===== src/design/tls_pkg.sv =====
package tls_pkg;

  localparam int unsigned TICK_W = 8;
  localparam int unsigned PHASE_W = 3;
  localparam int unsigned CFG_IDX_W = 3;

  typedef logic [TICK_W-1:0] tick_t;

  typedef enum logic [PHASE_W-1:0] {
    PH_EW_GREEN  = 3'd0,
    PH_EW_YELLOW = 3'd1,
    PH_RED_A     = 3'd2,
    PH_NS_GREEN  = 3'd3,
    PH_NS_YELLOW = 3'd4,
    PH_RED_B     = 3'd5
  } phase_t;

  typedef enum logic [CFG_IDX_W-1:0] {
    CFG_YELLOW    = 3'd0,
    CFG_ALL_RED   = 3'd1,
    CFG_NORMAL    = 3'd2,
    CFG_EXTENDED  = 3'd3,
    CFG_EMERGENCY = 3'd4
  } cfg_idx_t;

  localparam tick_t YELLOW_RST    = 8'd2;
  localparam tick_t ALL_RED_RST   = 8'd1;
  localparam tick_t NORMAL_RST    = 8'd5;
  localparam tick_t EXTENDED_RST  = 8'd7;
  localparam tick_t EMERGENCY_RST = 8'd3;

  typedef struct packed {
    logic ns_red;
    logic ns_yellow;
    logic ns_green;
    logic ew_red;
    logic ew_yellow;
    logic ew_green;
  } lamps_t;

  localparam lamps_t LAMPS_ALL_RED = '{ns_red: 1'b1, ns_yellow: 1'b0, ns_green: 1'b0,
                                       ew_red: 1'b1, ew_yellow: 1'b0, ew_green: 1'b0};

  function automatic tick_t at_least_one(input tick_t v);
    return (v == '0) ? tick_t'(1) : v;
  endfunction

  function automatic phase_t next_phase(input phase_t p);
    phase_t n;
    case (p)
      PH_EW_GREEN:  n = PH_EW_YELLOW;
      PH_EW_YELLOW: n = PH_RED_A;
      PH_RED_A:     n = PH_NS_GREEN;
      PH_NS_GREEN:  n = PH_NS_YELLOW;
      PH_NS_YELLOW: n = PH_RED_B;
      default:      n = PH_EW_GREEN;
    endcase
    return n;
  endfunction

  function automatic lamps_t phase_lamps(input phase_t p);
    lamps_t l;
    l = LAMPS_ALL_RED;
    case (p)
      PH_EW_GREEN: begin
        l.ew_red   = 1'b0;
        l.ew_green = 1'b1;
      end
      PH_EW_YELLOW: begin
        l.ew_red    = 1'b0;
        l.ew_yellow = 1'b1;
        l.ew_green  = 1'b1;
      end
      PH_NS_GREEN: begin
        l.ns_red   = 1'b0;
        l.ns_green = 1'b1;
      end
      PH_NS_YELLOW: begin
        l.ns_red    = 1'b0;
        l.ns_yellow = 1'b1;
        l.ns_green  = 1'b1;
      end
      default: l = LAMPS_ALL_RED;
    endcase
    return l;
  endfunction

endpackage


===== src/design/traffic_light_sequencer.sv =====
// Two-road traffic light sequencer, one input beat per one-second tick.
// Input channel (in_valid / in_stall): sensor bits of both roads and an
// emergency event flag. Each accepted beat yields exactly one result beat.
// Result channel (out_valid / out_stall): six lamp bits, the current phase
// and the emergency flag, in the phase state after that tick.
// Configuration (cfg_we / cfg_index / cfg_wdata): five 8-bit duration
// registers, written by the user only while the block is idle, which the block
// does not enforce; unknown indexes are ignored. Each result is registered.
// Throughput: one beat per cycle; the phase and timer update for a tick is
// a single registered step from the state registers to the result register.
// A new beat is taken while the result register is empty or being drained,
// so in_stall follows out_stall only when a result is held.
// Reset: phase is the last all-red phase with one tick left, so a first beat
// without emergency enters EW green; no emergency hold runs; durations default.
// Receiver stall: the result register holds its beat and the input stalls.
module traffic_light_sequencer
  import tls_pkg::*;
(
  input  logic                 clk,
  input  logic                 rst_n,
  input  logic                 in_valid,
  output logic                 in_stall,
  input  logic [1:0]           in_ew_sensors,
  input  logic [1:0]           in_ns_sensors,
  input  logic                 in_emergency_event,
  output logic                 out_valid,
  input  logic                 out_stall,
  output logic                 out_ns_red,
  output logic                 out_ns_yellow,
  output logic                 out_ns_green,
  output logic                 out_ew_red,
  output logic                 out_ew_yellow,
  output logic                 out_ew_green,
  output logic [PHASE_W-1:0]   out_current_phase,
  output logic                 out_emergency_active,
  input  logic                 cfg_we,
  input  logic [CFG_IDX_W-1:0] cfg_index,
  input  logic [TICK_W-1:0]    cfg_wdata
);

  tick_t  yellow_r, all_red_r, normal_r, extended_r, emergency_r;
  phase_t phase_r, phase_nxt;
  tick_t  phase_left_r, phase_left_nxt;
  tick_t  emerg_left_r, emerg_left_nxt;
  logic   emerg_nxt;
  tick_t  emerg_cur;
  tick_t  green_len;
  logic   sensed;

  logic   out_valid_r;
  lamps_t out_lamps_r;
  phase_t out_phase_r;
  logic   out_emerg_r;

  logic   in_acc;

  assign in_stall = out_valid_r && out_stall;
  assign in_acc   = in_valid && !in_stall;

  always_ff @(posedge clk) begin
    if (!rst_n) begin
      yellow_r    <= YELLOW_RST;
      all_red_r   <= ALL_RED_RST;
      normal_r    <= NORMAL_RST;
      extended_r  <= EXTENDED_RST;
      emergency_r <= EMERGENCY_RST;
    end else if (cfg_we) begin
      case (cfg_index)
        CFG_YELLOW:    yellow_r    <= cfg_wdata;
        CFG_ALL_RED:   all_red_r   <= cfg_wdata;
        CFG_NORMAL:    normal_r    <= cfg_wdata;
        CFG_EXTENDED:  extended_r  <= cfg_wdata;
        CFG_EMERGENCY: emergency_r <= cfg_wdata;
        default: ;
      endcase
    end
  end

  always_comb begin
    emerg_cur      = in_emergency_event ? at_least_one(emergency_r) : emerg_left_r;
    phase_nxt      = phase_r;
    phase_left_nxt = phase_left_r;
    emerg_left_nxt = emerg_left_r;
    emerg_nxt      = 1'b0;
    sensed         = 1'b0;
    green_len      = '0;
    if (emerg_cur != '0) begin
      emerg_left_nxt = emerg_cur - tick_t'(1);
      emerg_nxt      = 1'b1;
    end else if (phase_left_r > tick_t'(1)) begin
      phase_left_nxt = phase_left_r - tick_t'(1);
    end else begin
      phase_nxt = next_phase(phase_r);
      sensed    = (phase_nxt == PH_EW_GREEN) ? (in_ew_sensors != '0)
                                             : (in_ns_sensors != '0);
      green_len = at_least_one(sensed ? extended_r : normal_r);
      case (phase_nxt)
        PH_EW_GREEN, PH_NS_GREEN:   phase_left_nxt = green_len;
        PH_EW_YELLOW, PH_NS_YELLOW: phase_left_nxt = at_least_one(yellow_r);
        default:                    phase_left_nxt = at_least_one(all_red_r);
      endcase
    end
  end

  always_ff @(posedge clk) begin
    if (!rst_n) begin
      phase_r      <= PH_RED_B;
      phase_left_r <= tick_t'(1);
      emerg_left_r <= '0;
    end else if (in_acc) begin
      phase_r      <= phase_nxt;
      phase_left_r <= phase_left_nxt;
      emerg_left_r <= emerg_left_nxt;
    end
  end

  always_ff @(posedge clk) begin
    if (!rst_n) begin
      out_valid_r <= 1'b0;
    end else if (in_acc) begin
      out_valid_r <= 1'b1;
    end else if (!out_stall) begin
      out_valid_r <= 1'b0;
    end
  end

  always_ff @(posedge clk) begin
    if (in_acc) begin
      out_lamps_r <= emerg_nxt ? LAMPS_ALL_RED : phase_lamps(phase_nxt);
      out_phase_r <= phase_nxt;
      out_emerg_r <= emerg_nxt;
    end
  end

  assign out_valid            = out_valid_r;
  assign out_ns_red           = out_lamps_r.ns_red;
  assign out_ns_yellow        = out_lamps_r.ns_yellow;
  assign out_ns_green         = out_lamps_r.ns_green;
  assign out_ew_red           = out_lamps_r.ew_red;
  assign out_ew_yellow        = out_lamps_r.ew_yellow;
  assign out_ew_green         = out_lamps_r.ew_green;
  assign out_current_phase    = out_phase_r;
  assign out_emergency_active = out_emerg_r;

  a_event_shows_emergency: assert property (@(posedge clk) disable iff (!rst_n)
    (in_acc && in_emergency_event) |=> (out_valid && out_emergency_active))
    else $error("emergency beat did not produce an emergency result");

  a_emergency_all_red: assert property (@(posedge clk) disable iff (!rst_n)
    (out_valid && out_emergency_active) |->
      (out_ns_red && out_ew_red && !out_ns_green && !out_ew_green &&
       !out_ns_yellow && !out_ew_yellow))
    else $error("lamps not all red during emergency hold");

  a_hold_freezes_phase: assert property (@(posedge clk) disable iff (!rst_n)
    (in_acc && emerg_left_r != '0) |=> $stable(phase_r))
    else $error("phase moved during emergency hold");

  a_green_never_both: assert property (@(posedge clk) disable iff (!rst_n)
    out_valid |-> !(out_ns_green && out_ew_green))
    else $error("both roads green");

endmodule

===== config.mk =====
export PLATFORM = sky130hd
export DESIGN_NAME = traffic_light_sequencer
export DESIGN_NICKNAME = d
export VERILOG_FILES = /design/src/design/tls_pkg.sv /design/src/design/traffic_light_sequencer.sv
export SDC_FILE = /design/constraint.sdc
export NUM_CORES = 1
export LEC_CHECK = 0
export BUFFER_PORTS_ARGS = -buffer_cell sky130_fd_sc_hd__buf_4
export CORE_MARGIN = 8
export CORE_UTILIZATION = 39
export CTS_CLUSTER_SIZE = 28
export DETAILED_ROUTE_END_ITERATION = 16
export PLACE_DENSITY_LB_ADDON = 0.3
export SYNTH_ARGS = -nofsm -noshare
export SYNTH_HDL_FRONTEND = slang
export SYNTH_SLANG_ARGS = --single-unit
export TNS_END_PERCENT = 50

===== constraint.sdc =====
create_clock -name clk -period 5.37 [get_ports clk]
set_input_delay 1.074 -clock clk [delete_from_list [all_inputs] [get_ports clk]]
set_output_delay 1.074 -clock clk [all_outputs]
set_load 0.01 [all_outputs]

==> metrics.yaml, run 1 <==
numCtsBuffers: 9
timing.fmax_ghz: 0.313
ios: 33
clk_latency_ps: 360
peakVddDrop_mv: 0.112
synth_area_um2: 3580
cts.sinks: 70
path_class: "in -> reg"
finalSetupTns_ps: 0
diodes: 0
async_flop_share: 0
die_w_um: 112
core_um2: 9060
cp_max_fo: 28
synth_ff_type: "dfxtp_1"
vias_per_cell: 5.58
hold_depth: 2
wire_per_inst_um: 15.5
post_cts_buffers: 0
ctsResizeCount: 0
setup_viol: 0
place_inst: 574
synth-edff-count: 10
finalHoldViolations: 0
port_buffers: 32
htreeDepth: 3
grt_max_degree: 43
worst_ep_arrival_time_ps: 3490
yosysWarnings: 0
cts_tree: "done"
reg2reg_from: "phase_r[0]"
synth-seq-cells: 70
syn_to_final_growth_pct: 13.5
max-cap-violations: 0
route.detailed.drc: 0
grt_pass1_vias: 3152
place_congestion: 0.843
leakagePower_nw: 1.50
place_ws_ps: 1810
die_h_um: 112
post-route-period-util: 0.596
synthCells: 453
synth_area_per_cell_um2: 7.90
slew_violations: 0
drt_iter0_drc: 268
final_antenna_net_count: 0
timing.rr.end: "phase_left_r[4]"
hp-class: "reg -> reg"
clk_pin_slew_ps: 80
fill_cells: 909
worst_pin_slew_ps: 1120
first_pass_iters: 5
synth_seq_area_share: 0.419
rsz0062_at_grt: "no"
yosysUniqueCellTypes: 57
skew_ps: 7.85
start_util: 0.395
instances_no_fill: 590
routed_wl_um: 9170
setup_ws_ps: 2170
drive_gt1_frac: 0.134
reg2reg_slack_ps: 2250
overflow: 0
min-delay-start: "yellow_r[0]"
clockRootBuffer: "clkbuf_8"
status: "finished, final reports clean"
slew_headroom: 0.233
dp_hpwl_um: 6680
dieArea_um2: 12500
whs_ps: 464
multi_input_area_um2: 1940
syn-num-nets: 477
cts.hold.buffers_added: 0
worst-endpoint-required_ps: 5660
rows: 35
min_to: "yellow_r[0]"
crit_path_end_kind: "flip-flop"
finalNetCount: 498
antenna_found_initial: 0
via_count: 3291
fin_crit_ps: 3200
fin_util: 0.448
grt_pass1_wl_um: 15500
grt_usage: 0.152
r2r_cells: 6
cp-start-kind: "input port"
clockBufferDepth: 2
ff_latch_area_um2: 1500
p_per_area_nw_per_um2: 282
## placed cells by master (no fill, tap or decap), types with 4 or more instances in the layout
| master | synthesis | layout |
|---|---|---|
| or3_1 | 8 | 8 |
| a21oi_1 | 53 | 53 |
| and2_1 | 4 | 4 |
| o21ai_0 | 22 | 22 |
| and3_1 | 4 | 4 |
| a31oi_1 | 8 | 8 |
| a22oi_1 | 6 | 6 |
| nand3_1 | 12 | 12 |
| nor3_1 | 12 | 12 |
| nor4_1 | 6 | 6 |
| nand2_1 | 101 | 101 |
| clkbuf_8 | 0 | 10 |
| nor2_1 | 31 | 31 |
| edfxtp_1 | 10 | 10 |
| dfxtp_1 | 60 | 60 |
| mux2_2 | 4 | 4 |
| inv_1 | 9 | 9 |
| mux2i_1 | 15 | 15 |
| o21a_1 | 4 | 4 |
| buf_4 | 1 | 36 |
| nor2b_1 | 5 | 5 |
## metal layers
layer | global-route usage | vias to the layer above | share of wire
li1 | - | 1650 | -
met1 | 0.196 | 1521 | 0.46
met2 | 0.234 | 108 | 0.46
met3 | 0.0438 | 12 | 0.070
met4 | 0.0593 | 0 | 0.017
met5 | 0 | - | 0
## synthesized netlist by cell type, types with 8 or more instances
library cell | count | area [um2]
nand2_1 | 101 | 379
dfxtp_1 | 60 | 1200
a21oi_1 | 53 | 265
nor2_1 | 31 | 116
o21ai_0 | 22 | 110
clkbuf_1 | 18 | 67.6
mux2i_1 | 15 | 150
nand3_1 | 12 | 60.1
nor3_1 | 12 | 60.1
edfxtp_1 | 10 | 300
inv_1 | 9 | 33.8
a31oi_1 | 8 | 50.1
or3_1 | 8 | 50.1
## worst max-delay path by stage
stage / start / to / cells after the start
floorplan: in_emergency_event / emerg_left_r[3] / 10
global placement: in_emergency_event / emerg_left_r[5] / 10
detailed placement: in_emergency_event / emerg_left_r[5] / 10
CTS: in_emergency_event / emerg_left_r[5] / 10
global route: phase_r[0] / phase_left_r[4] / 6
finish: in_emergency_event / emerg_left_r[5] / 10
## critical path: stages
cell and delay, ps:
buf_4 260, or4b_4 530, o31a_1 350, ha_1 250
o21a_1 150, a21boi_0 160, buf_4 200, nor2_1 50
a2111o_1 340, a31oi_1 120
## logic make-up (layout without fill, tap and decap cells)
family,after synthesis,in the layout,share of synthesized area
AOI/OAI and AO/OA,121,121,0.208
xor gates and xnor gates,5,5,0.0122
adders and majority gates,3,3,0.0105
buffers and inverters,36,62,0.0402
DFF,70,70,0.419
muxes,20,20,0.0576
and+or+nand+nor,198,198,0.253
## sequential cells by signal (all words and copies together) (netlist names), 3 cells and up
| register | flops |
|---|---|
| all_red_r | 8 |
| emerg_left_r | 8 |
| emergency_r | 8 |
| extended_r | 8 |
| normal_r | 8 |
| out_current_phase | 3 |
| phase_left_r | 8 |
| phase_r | 3 |
| yellow_r | 8 |
## through the flow
step	cell area, um2	power [mW]
after global placement	3880	0.750
after global routing	4070	1.20
after detailed placement	3880	0.755
final	4070	1.15
after CTS	4070	1.15
after floorplan	3580	0.695
## final cells by class
cell class | count | area share
inverter | 10 | 0.00923
sequential | 70 | 0.369
timing repair buffer | 36 | 0.0665
multi-input combinational | 347 | 0.476
clock inverter | 6 | 0.0108
tap | 111 | 0.0342
clock buffer | 10 | 0.0339
## where the power goes
part           internal [mW]  total, mW  switching (mW)
logic                 0.0717      0.173           0.101
clock network          0.183      0.402           0.220
registers              0.551      0.570          0.0199
Power figures use the tool's default switching activity.
==> inputs of run 2 (changes only) <==
==> constraint.sdc (replaced) <==
create_clock -name clk -period 2.7 [get_ports clk]
set_input_delay 0.54 -clock clk [delete_from_list [all_inputs] [get_ports clk]]
set_output_delay 0.54 -clock clk [all_outputs]
set_load 0.01 [all_outputs]
==> run 2 against run 1 <==
- count of clock-buffer cells in the layout rose by 1
- hold slack got worse by 76 ps
- core utilization rose by 1.2 points
- clock skew rose by 7.1 ps
- sequential share of layout area fell by 0.97 points
- total power rose by 110%
- flip-flop and latch count did not move
- global-route usage barely moved
- critical endpoint is now out_current_phase[0]
- largest cell class unchanged
- largest power group unchanged
==> metrics.yaml, run 2 (same netlist as run 1, synthesis figures left out) <==
p_per_area_nw_per_um2: 569  # +100%
worst_ep_arrival_time_ps: 2580  # -910 ps
cts.hold.buffers_added: 0  # unchanged
crit_family: "simple AND/OR/NAND/NOR gates"
ios: 33  # unchanged
timing.fmax_ghz: 0.406
crit_chain: "or4b_4 -> o31a_1 -> ha_1 -> o21a_1 -> and2_1 -> nand2_1 -> mux2_2"
max-cap-violations: 0  # unchanged
instances_no_fill: 601  # +1.9%
dieArea_um2: 12500  # unchanged
combPwrFrac: 0.154  # +0.003
clk_latency_ps: 360  # about the same
grt_pass1_vias: 3204  # +1.6%
final_antenna_net_count: 0  # unchanged
layout_common_cells: "101 x nand2_1, 60 x dfxtp_1, 53 x a21oi_1"
cp.depth: 7  # -3
port_buffers: 32  # unchanged
r2r_cells: 7  # +1
leakagePower_nw: 1.57  # +4.5%
path_class: "reg -> reg"
worst_pin_slew_ps: 567  # -552 ps
fin_crit_ps: 2460
peakVddDrop_mv: 0.200  # +78%
whs_ps: 388  # -76.2 ps
p_sw_frac: 0.286  # -0.0116
die_h_um: 112  # unchanged
numCtsBuffers: 9  # unchanged
grt_pass1_wl_um: 15600  # +0.72%
place_congestion: 0.841  # -0.25%
rows: 35  # unchanged
p_switching_uw: 680  # +99%
dp_hpwl_um: 6710  # +0.52%
place_inst: 585  # +1.9%
critPathMaxStageDelay_ps: 550  # +20 ps
crit_path_end_kind: "flip-flop"
worst-endpoint-required_ps: 2820  # -2840 ps
crit_buf_inv: 0  # -2
setup_viol: 0  # unchanged
grt_max_degree: 41  # -4.7%
drive_gt1_frac: 0.153  # +0.0194
cp_max_fo: 5  # -82%
start_util: 0.395  # unchanged
htreeDepth: 3  # unchanged
post_cts_buffers: 0  # unchanged
clockBufferDepth: 2  # unchanged
slew_headroom: 0.621  # +0.388
via_count: 3343  # +1.6%
p_int_mw: 1.70  # +110%
status: "finished, final reports clean"
placed_cell_area_um2: 3970  # +2.1%
cp-start-kind: "flip-flop"
drt_iter0_drc: 238  # -11%
p_total_mw: 2.38  # +110%
seq_power_share: 0.474  # -0.024
route.detailed.drc: 0  # unchanged
hp-class: "in -> reg"
syn_to_final_growth_pct: 16.6
final_common_cell: "nand2_1"
grt_usage: 0.152  # about the same
rsz0062_at_grt: "no"
routed_wl_um: 9230  # +0.64%
clk_pin_slew_ps: 80  # about the same
diodes: 0  # unchanged
overflow: 0  # unchanged
cts_tree: "done"
core_um2: 9060  # unchanged
first_pass_iters: 4  # -1
post-route-period-util: 0.912
wire_per_inst_um: 15.4  # -1.2%
ctsResizeCount: 0  # unchanged
antenna_found_initial: 0  # unchanged
pwr-share-clk: 0.372  # +0.021
finalNetCount: 509  # +2.2%
fin_area_um2: 4180  # +2.7%
die_w_um: 112  # unchanged
cts.sinks: 70  # unchanged
skew_ps: 15.0  # +7.13 ps
slew_violations: 0  # unchanged
finalHoldViolations: 0  # unchanged
cp_slowest_cell: "or4b_4"
clockRootBuffer: "clkbuf_8"
hold_depth: 2  # unchanged
vias_per_cell: 5.56  # -0.28%
-- run 2: changes by cell type in the layout (fill, tap and decap cells not counted), sizes merged --
cell,change
buf,+11
clkbuf,+1
clkinv,+1
clkinvlp,-1
inv,-1
-- run 2: stage by stage --
step | util | setup TNS (ps) | worst slack, ps
final | 0.461 | 0 | 236
after global routing | 0.461 | 0 | 43.1
after CTS | 0.461 | 0 | 236
after detailed placement | 0.438 | 0 | 50.4
after global placement | 0.438 | 0 | 101
after floorplan | - | -18.1 | -18.1
-- run 2: power groups by stage --
stage               registers (mW)  clock network, mW  logic (mW)
floorplan                     1.15                  0       0.238
global placement              1.15                  0       0.358
detailed placement            1.15                  0       0.364
CTS                           1.13              0.893       0.365
global route                  1.13              0.937       0.408
finish                        1.13              0.884       0.367
-- run 2: worst reg2reg max path, cell delays in order, from the launching register on --
cell and delay [ps]:
dfxtp_1 370, or4b_4 550, o31a_1 310, ha_1 200, o21a_1 150, and2_1 200, nand2_1 100, mux2_2 340
-- run 2: path summary, 6_finish.rpt --
check                   from              endpoint  slack (ps)
max           emergency_r[5]  out_current_phase[0]         240
min                 in_valid             out_valid         390
max reg2reg   emergency_r[5]  out_current_phase[0]         240
min reg2reg  emerg_left_r[7]       emerg_left_r[7]         470
-- run 2: metal layers --
metal | vias to the layer above | track usage | share of wire
met3 | 12 | 0.0363 | 0.048
met1 | 1573 | 0.198 | 0.48
met4 | 0 | 0.0656 | 0.014
met5 | - | 0 | 0
met2 | 71 | 0.234 | 0.46
li1 | 1687 | - | -
-- run 2: layout make-up --
type | count | area (um2)
clock buffer | 11 | 174
tap | 111 | 139
clock inverter | 5 | 35.0
multi-input combinational | 347 | 1940
fill | 917 | 4890
inverter | 10 | 37.5
timing repair buffer | 47 | 353
sequential | 70 | 1500
==> inputs of run 3 (changes only) <==
--- a/config.mk
+++ b/config.mk
@@ -6,8 +6,10 @@
 export NUM_CORES = 1
 export LEC_CHECK = 0
 export BUFFER_PORTS_ARGS = -buffer_cell sky130_fd_sc_hd__buf_4
+export CELL_PAD_IN_SITES_DETAIL_PLACEMENT = 1
+export CELL_PAD_IN_SITES_GLOBAL_PLACEMENT = 2
 export CORE_MARGIN = 8
-export CORE_UTILIZATION = 39
+export CORE_UTILIZATION = 32
 export CTS_CLUSTER_SIZE = 28
 export DETAILED_ROUTE_END_ITERATION = 16
 export PLACE_DENSITY_LB_ADDON = 0.3
==> run 3 against run 2 <==
- cell count rose by 5.2%
- non-clock buffer count up 3
- flip-flop and latch count stayed put
- die area increased by 19%
- clock power down 1%
- register-to-register slack better by 20 ps
- sequential share of layout area down 0.47 points
- first-iteration DRC count decreased by 25%
- critical path depth rose by 2
- routed wire length up 19%
- clock skew fell by 1.0 ps
- critical path type unchanged
==> metrics.yaml, run 3 (same netlist as run 1, synthesis figures left out) <==
grt_pass1_wl_um: 18100  # +16%
clockBufferDepth: 2  # unchanged
p_per_area_nw_per_um2: 563  # -1.2%
clk_latency_ps: 370  # about the same
post-route-period-util: 0.906  # -0.00601
cp_max_fo: 5  # unchanged
cts.hold.buffers_added: 0  # unchanged
vias_per_cell: 5.28  # -5.0%
worst-endpoint-required_ps: 2940  # +120 ps
instances_no_fill: 632  # +5.2%
fin_crit_ps: 2450  # -16.2 ps
htreeDepth: 3  # unchanged
fill_cells: 1318  # +44%
cts_tree: "done"
grt_max_degree: 22  # -46%
final_antenna_net_count: 0  # unchanged
finalHoldViolations: 0  # unchanged
port_buffers: 32  # unchanged
die_w_um: 122  # +8.9%
peakVddDrop_mv: 0.237  # +19%
routed_wl_um: 11000  # +19%
crit_path_end_kind: "flip-flop"
clk_pin_slew_ps: 80  # about the same
drive_gt1_frac: 0.157  # +0.00344
rows: 38  # +8.6%
hp-class: "in -> reg"
antenna_found_initial: 0  # unchanged
drt_iter0_drc: 178  # -25%
ff_latch_area_um2: 1500  # unchanged
first_pass_iters: 4  # unchanged
die_h_um: 122  # +8.9%
numCtsBuffers: 9  # unchanged
route.detailed.drc: 0  # unchanged
diodes: 0  # unchanged
syn_to_final_growth_pct: 18.1
via_count: 3338  # -0.15%
status: "finished, final reports clean"
slew_violations: 0  # unchanged
dp_hpwl_um: 8280  # +23%
core_um2: 10900  # +20%
reg2reg_slack_ps: 250  # +20 ps
slew_headroom: 0.606  # -0.0153
place_congestion: 0.818  # -2.7%
wire_per_inst_um: 17.4  # +13%
finalSetupTns_ps: 0  # unchanged
multi_input_area_um2: 1940  # unchanged
layout_common_cells: "101 x nand2_1, 60 x dfxtp_1, 53 x a21oi_1"
cp-start-kind: "flip-flop"
place_inst: 617  # +5.5%
post_cts_buffers: 0  # unchanged
ctsResizeCount: 0  # unchanged
grt_usage: 0.157  # +0.00521
fin_util: 0.389  # -0.0721
ios: 33  # unchanged
final_common_cell: "nand2_1"
start_util: 0.329  # -0.0661
rsz0062_at_grt: "no"
leakagePower_nw: 1.58  # +0.90%
clockRootBuffer: "clkbuf_8"
worst_ep_arrival_time_ps: 2690  # +110 ps
grt_pass1_vias: 3439  # +7.3%
path_class: "reg -> reg"
cts.sinks: 70  # unchanged
timing.fmax_ghz: 0.409  # +0.66%
dieArea_um2: 14800  # +19%
p_total_mw: 2.38  # +0.11%
setup_viol: 0  # unchanged
overflow: 0  # unchanged
max-cap-violations: 0  # unchanged
worst_pin_slew_ps: 585  # +18.8 ps
skew_ps: 14.0  # -0.997 ps
finalNetCount: 512  # +0.59%
-- run 3: changes by cell type in the layout (fill, tap and decap cells not counted), sizes merged --
cell / before / now
buf: 47 / 50
bufinv: 0 / 1
inv: 11 / 9
-- run 3: worst paths after layout --
path                        from         endpoint  cells past startpoint
hold reg to reg      yellow_r[0]      yellow_r[0]                      2
hold / removal          in_valid        out_valid                      2
setup / recovery  emergency_r[6]  emerg_left_r[5]                      9
setup reg to reg  emergency_r[6]  emerg_left_r[5]                      9
-- run 3: routing by layer --
layer / part of all wire / track usage / up-vias / wire length (um)
li1: - / - / 1687 / -
met1: 0.49 / 0.204 / 1603 / 5420
met2: 0.46 / 0.247 / 39 / 5050
met3: 0.035 / 0.0370 / 9 / 381
met4: 0.014 / 0.0640 / 0 / 153
met5: 0 / 0 / - / 0
-- run 3: area by class of cell --
type                       count  share of cell area
sequential                    70               0.355
multi-input combinational    347               0.458
tap                          140              0.0414
clock buffer                  11              0.0343
inverter                      10             0.00887
clock inverter                 4              0.0112
timing repair buffer          50              0.0917
-- run 3: through the flow --
step | setup WS [ps] | area, um2 | hold slack, ps
floorplan | -18.1 | 3580 | 431
global placement | 68.9 | 4040 | 454
detailed placement | 12.7 | 4040 | 454
CTS | 242 | 4230 | 370
global route | 113 | 4230 | 372
finish | 253 | 4230 | 383
-- run 3: critical path: stages (launching register included) --
cell,delay [ps]
dfxtp_1,360
or4b_4,520
o31a_1,340
ha_1,210
o21a_1,130
and2_1,200
inv_1,90
nand2_1,140
a22oi_1,230
a31oi_1,110
-- run 3: where the power goes --
group / internal [mW] / switching (mW) / total (mW)
Sequential: 1.10 / 0.0322 / 1.13
Combinational: 0.156 / 0.222 / 0.378
Clock: 0.454 / 0.420 / 0.874
Total: 1.71 / 0.674 / 2.38
